### src/sv/bitmap_frame_allocator_top_defines.svh
// Assertion macros used by the frame allocator controller
`ifndef BITMAP_FRAME_ALLOCATOR_TOP_DEFINES_SVH
`define BITMAP_FRAME_ALLOCATOR_TOP_DEFINES_SVH

// Same-cycle implication, sampled on clk, ignored while rst_n is low
`define BFA_ASSERT_NOW(lbl, ante, cons, msg) \
    lbl: assert property (@(posedge clk) disable iff (!rst_n) (ante) |-> (cons)) else $error(msg);

// Next-cycle implication, sampled on clk, ignored while rst_n is low
`define BFA_ASSERT_NEXT(lbl, ante, cons, msg) \
    lbl: assert property (@(posedge clk) disable iff (!rst_n) (ante) |=> (cons)) else $error(msg);

`endif

### src/sv/bfa_pkg.sv
// Shared types and constants of the bitmap frame allocator
`default_nettype none

package bfa_pkg;

    localparam int FRAME_SHIFT = 12;
    localparam int FRAME_W     = 22;
    localparam int OUT_CNT_W   = 17;
    localparam int RSV_FRAMES  = 12288;

    localparam logic [2:0] MODE_INIT    = 3'd0;
    localparam logic [2:0] MODE_ALLOC   = 3'd1;
    localparam logic [2:0] MODE_FREE    = 3'd2;
    localparam logic [2:0] MODE_RESERVE = 3'd3;
    localparam logic [2:0] MODE_RELEASE = 3'd4;

    typedef struct packed {
        logic load_op;
        logic prep;
        logic init_wr;
        logic rd;
        logic scan_chk;
        logic reg_wr;
        logic ptr_inc;
        logic out_load;
    } cmd_t;

    typedef struct packed {
        logic op_init;
        logic op_alloc;
        logic op_region;
        logic region_empty;
        logic total_zero;
        logic ptr_last;
        logic found;
    } status_t;

    function automatic logic [5:0] popcount32(input logic [31:0] v);
        logic [5:0] n;
        n = '0;
        for (int i = 0; i < 32; i++) begin
            n = n + 6'(v[i]);
        end
        return n;
    endfunction

    // lowest clear bit position of a word
    function automatic logic [4:0] low_zero32(input logic [31:0] v);
        logic [4:0] p;
        p = '0;
        for (int i = 31; i >= 0; i--) begin
            if (!v[i]) begin
                p = 5'(i);
            end
        end
        return p;
    endfunction

endpackage

`default_nettype wire

### src/sv/bfa_ctrl.sv
// Controller state machine of the frame allocator
`default_nettype none

module bfa_ctrl
    import bfa_pkg::*;
(
    input  wire logic    clk,
    input  wire logic    rst_n,
    input  wire logic    in_valid,
    output logic         in_ready,
    output logic         out_valid,
    input  wire logic    out_ready,
    input  wire status_t status,
    output cmd_t         cmd
);
`include "bitmap_frame_allocator_top_defines.svh"

    typedef enum logic [7:0] {
        S_IDLE     = 8'b0000_0001,
        S_PREP     = 8'b0000_0010,
        S_INIT     = 8'b0000_0100,
        S_SCAN_RD  = 8'b0000_1000,
        S_SCAN_CHK = 8'b0001_0000,
        S_REG_RD   = 8'b0010_0000,
        S_REG_WR   = 8'b0100_0000,
        S_DONE     = 8'b1000_0000
    } state_t;

    state_t state_reg, state_next;
    logic   out_valid_reg, out_valid_next;
    logic   slot_free;

    assign slot_free = !out_valid_reg || out_ready;

    // sequence one operation
    always_comb
    begin
        state_next = state_reg;
        cmd        = '0;
        in_ready   = 1'b0;
        case (state_reg)
            S_IDLE: begin
                in_ready = 1'b1;
                if (in_valid) begin
                    cmd.load_op = 1'b1;
                    state_next  = S_PREP;
                end
            end
            S_PREP: begin
                cmd.prep = 1'b1;
                if (status.op_init) begin
                    state_next = S_INIT;
                end else if (status.op_alloc) begin
                    state_next = status.total_zero ? S_DONE : S_SCAN_RD;
                end else if (status.op_region) begin
                    state_next = status.region_empty ? S_DONE : S_REG_RD;
                end else begin
                    state_next = S_DONE;
                end
            end
            S_INIT: begin
                cmd.init_wr = 1'b1;
                if (status.ptr_last) begin
                    state_next = S_DONE;
                end else begin
                    cmd.ptr_inc = 1'b1;
                end
            end
            S_SCAN_RD: begin
                cmd.rd     = 1'b1;
                state_next = S_SCAN_CHK;
            end
            S_SCAN_CHK: begin
                cmd.scan_chk = 1'b1;
                if (status.found || status.ptr_last) begin
                    state_next = S_DONE;
                end else begin
                    cmd.ptr_inc = 1'b1;
                    state_next  = S_SCAN_RD;
                end
            end
            S_REG_RD: begin
                cmd.rd     = 1'b1;
                state_next = S_REG_WR;
            end
            S_REG_WR: begin
                cmd.reg_wr = 1'b1;
                if (status.ptr_last) begin
                    state_next = S_DONE;
                end else begin
                    cmd.ptr_inc = 1'b1;
                    state_next  = S_REG_RD;
                end
            end
            S_DONE: begin
                if (slot_free) begin
                    cmd.out_load = 1'b1;
                    state_next   = S_IDLE;
                end
            end
            default: begin
                state_next = S_IDLE;
            end
        endcase
    end

    // hold the result until the downstream transaction completes
    always_comb
    begin
        out_valid_next = out_valid_reg;
        if (cmd.out_load) begin
            out_valid_next = 1'b1;
        end else if (out_ready) begin
            out_valid_next = 1'b0;
        end
    end

    always_ff @(posedge clk or negedge rst_n)
    begin
        if (!rst_n) begin
            state_reg     <= S_IDLE;
            out_valid_reg <= 1'b0;
        end else begin
            state_reg     <= state_next;
            out_valid_reg <= out_valid_next;
        end
    end

    assign out_valid = out_valid_reg;

    `BFA_ASSERT_NEXT(a_accept_preps, in_valid && in_ready, state_reg == S_PREP,
                     "accepted transaction did not start preparation")
    `BFA_ASSERT_NEXT(a_done_publishes, (state_reg == S_DONE) && slot_free,
                     out_valid_reg && (state_reg == S_IDLE),
                     "finished operation did not publish its result")
    `BFA_ASSERT_NEXT(a_init_ends, (state_reg == S_INIT) && status.ptr_last,
                     state_reg == S_DONE, "init sweep ran past its last word")

endmodule

`default_nettype wire

### config.mk
export PLATFORM = sky130hd
export DESIGN_NAME = bfa_ctrl
export DESIGN_NICKNAME = d
export VERILOG_FILES = /design/src/sv/bfa_pkg.sv /design/src/sv/bfa_ctrl.sv
export VERILOG_INCLUDE_DIRS = /design/src /design/src/sv
export SDC_FILE = /design/constraint.sdc
export NUM_CORES = 1
export LEC_CHECK = 0
export ABC_AREA = 1
export BUFFER_PORTS_ARGS = -buffer_cell sky130_fd_sc_hd__buf_2
export CAP_MARGIN = 20
export CORE_MARGIN = 1
export CORE_UTILIZATION = 30
export DETAILED_ROUTE_END_ITERATION = 12
export PLACE_DENSITY = 0.48
export SYNTH_ARGS = -nofsm -noshare
export SYNTH_HDL_FRONTEND = slang
export SYNTH_SLANG_ARGS = --single-unit
### constraint.sdc
create_clock -name clk -period 1.6 [get_ports clk]
set_input_delay 0.24 -clock clk [delete_from_list [all_inputs] [get_ports clk]]
set_output_delay 0.24 -clock clk [all_outputs]
set_load 0.005 [all_outputs]
==> impl_metrics.env <==
export IMPL_status="finished, violations left"
export IMPL_violations="negative setup slack"
export IMPL_die_x_microns=48.8
export IMPL_final_area_sq_um=955
export IMPL_p_leak_nw=0.564
export IMPL_worst_pin_slew_ps=279
export IMPL_area_growth_syn_to_layout_pct=45.1
export IMPL_power_total_mw=1.22
export IMPL_initialDrtViolationCount=10
export IMPL_die_y_microns=48.8
export IMPL_largest_reg_flops=8
export IMPL_clkTransAtPathRegs_ps=70
export IMPL_num_vias=711
export IMPL_fmax_mhz=590
export IMPL_ios=21
export IMPL_synth_fp_nets=113
export IMPL_io_buffers=20
export IMPL_holdWs_ps=185
export IMPL_crit_required_ps=1360
export IMPL_insertion_delay_ps=260
export IMPL_dr_pass1_iters=4
export IMPL_fp_row_count=16
export IMPL_hold_depth=2
export IMPL_routabilityCongestion=0.774
export IMPL_hold_end="out_valid$_DFFE_PN0P_"
export IMPL_hold_viol=0
export IMPL_avgSynthCellArea_sq_um=6.45
export IMPL_ir_drop_uv=542
export IMPL_final_util=0.477
export IMPL_drive_gt1_frac=0.438
export IMPL_finalSetupViolCount=4
export IMPL_grt_pass1_vias=677
export IMPL_dp_hpwl_mm=1.26
export IMPL_setup_tns_ps=-185
export IMPL_worst_setup_path_type="reg2out"
export IMPL_crit_fanout=6
export IMPL_numCtsBuffers=3
export IMPL_initial_core_util=0.329
export IMPL_drv_cap=0
export IMPL_hp_class="in2reg"
export IMPL_grt_pass1_wl_mm=2.71
export IMPL_path_cells="nor2_4, nand2_2, inv_4, nand3_4, nand2_4, nor3_2, buf_2"
export IMPL_htree_levels=1
export IMPL_crit_buf_inv=2
export IMPL_cp_arrival_ps=1450
export IMPL_fin_nets=149
export IMPL_wire_per_inst_microns=9.60
export IMPL_powerDensity_nw_per_um2=1280
export IMPL_min_period_over_period=1.06
export IMPL_gr_total_overflow=0
export IMPL_fin_skew_ps=4.07
export IMPL_fin_ws_ps=-93.6
export IMPL_slowest_delay_ps=560
export IMPL_start_kind="flop"
export IMPL_yosys_warnings=0
export IMPL_drc_errors=0
export IMPL_critPathTopFamily="flip-flops"
export IMPL_cp_end_kind="primary output"
export IMPL_cts_tree="done"
export IMPL_detail_route_antenna_nets=0
export IMPL_antenna_found_initial=0
export IMPL_track_usage=0.148
export IMPL_critPathSlowestCell="dfstp_2"
export IMPL_core_area_sq_um=2000
export IMPL_period_needed_ps=1690
export IMPL_cts_sinks=9
export IMPL_n_antenna_cell=0
export IMPL_rsz0062_at_grt="true"
export IMPL_ff2ff_setup_slack_ps=220
export IMPL_yosysSeqAreaShare=0.344
export IMPL_wl_mm=1.57
export IMPL_netlist_instances=102
export IMPL_ys_types=20
export IMPL_clockBufferDepth=2
export IMPL_preCtsSetupSlack_ps=152
export IMPL_root_buffer="clkbuf_4"
export IMPL_fin_cells=164
export IMPL_n_fill_cell=224
export IMPL_regToRegEndpoint="state_reg[7]$_DFFE_PN0P_"
export IMPL_syn_area_sq_um=658
export IMPL_r2r_start="state_reg[4]$_DFFE_PN0P_"
export IMPL_dp_cells=150
export IMPL_synth_seq_cells=9
export IMPL_rr_worst_depth=9
export IMPL_maxSlewHeadroom=0.812
export IMPL_hold_start="out_ready"
export IMPL_vias_per_cell=4.34
export IMPL_slew_violations=0
export IMPL_placed_area_sq_um=800
export IMPL_die_area_sq_um=2380
export IMPL_grt_max_degree=10
[final cells by class]
class / count / area (sq um) / share of cell area
timing repair buffer: 32 / 193 / 0.202
multi-input combinational: 70 / 388 / 0.406
tap: 27 / 33.8 / 0.0354
inverter: 22 / 87.6 / 0.0917
clock buffer: 4 / 26.3 / 0.0275
sequential: 9 / 226 / 0.237
[cells in the final DEF, fill, tap and decap left out, drive strengths merged]
cell type and instances:
buf 31, nor3 2, clkbuf 4, dfrtp 8
dfstp 1, nor2 26, o31ai 1, inv 22
o21ai 3, nand3b 1, nand3 8, a21oi 1
dlygate4sd3 1, nand2 28
[where the power goes]
group | internal [mW] | switching [mW]
clock | 0.0962 | 0.0828
combinational | 0.333 | 0.388
sequential | 0.282 | 0.0425
[synthesized netlist by cell type, drive strengths merged]
master,number,share of area
dfrtp,8,0.30
o21ai,3,0.023
nand3b,1,0.011
clkinv,1,0.0076
inv,21,0.12
o31ai,1,0.011
dfstp,1,0.040
a21oi,1,0.0076
nor2,26,0.19
nand3,8,0.087
nand2,28,0.17
buf,1,0.011
nor3,2,0.015
[repair_timing]
item | CTS | global route
setup buffers | 5 | 4
pin swaps | 4 | 12
gates resized for setup | 3 | 13
endpoints found under the setup margin | 3 | 8
hold buffers | 1 | 0
hold endpoints to repair | 8 | 0
[layer usage]
metal | part of all wire | vias up | track usage | wire length (microns)
li1 | - | 373 | - | -
met2 | 0.47 | 20 | 0.236 | 733
met3 | 0.045 | 4 | 0.0343 | 71
met4 | 0.017 | 0 | 0.0882 | 27
met1 | 0.47 | 314 | 0.182 | 741
met5 | 0 | - | 0 | 0
[logic make-up after synthesis]
group	after synthesis	share of synthesized area
flops	9	0.344
simple gates	65	0.475
compound gates	5	0.0418
buf+inv	23	0.139
[worst max-delay path by stage]
stage                              from     end  slack (ps)  cells after the start
2_1_floorplan  state_reg[0]$_DFFE_PN1P_  cmd[7]         280                      4
3_3_place_gp   state_reg[0]$_DFFE_PN1P_  cmd[7]         150                      6
3_5_place_dp   state_reg[0]$_DFFE_PN1P_  cmd[7]         150                      6
4_1_cts        state_reg[7]$_DFFE_PN0P_  cmd[7]         -80                      6
5_1_grt        state_reg[4]$_DFFE_PN0P_  cmd[7]        -160                      7
6_report       state_reg[0]$_DFFE_PN1P_  cmd[7]         -90                      7
(Power assumes the default switching activity.)
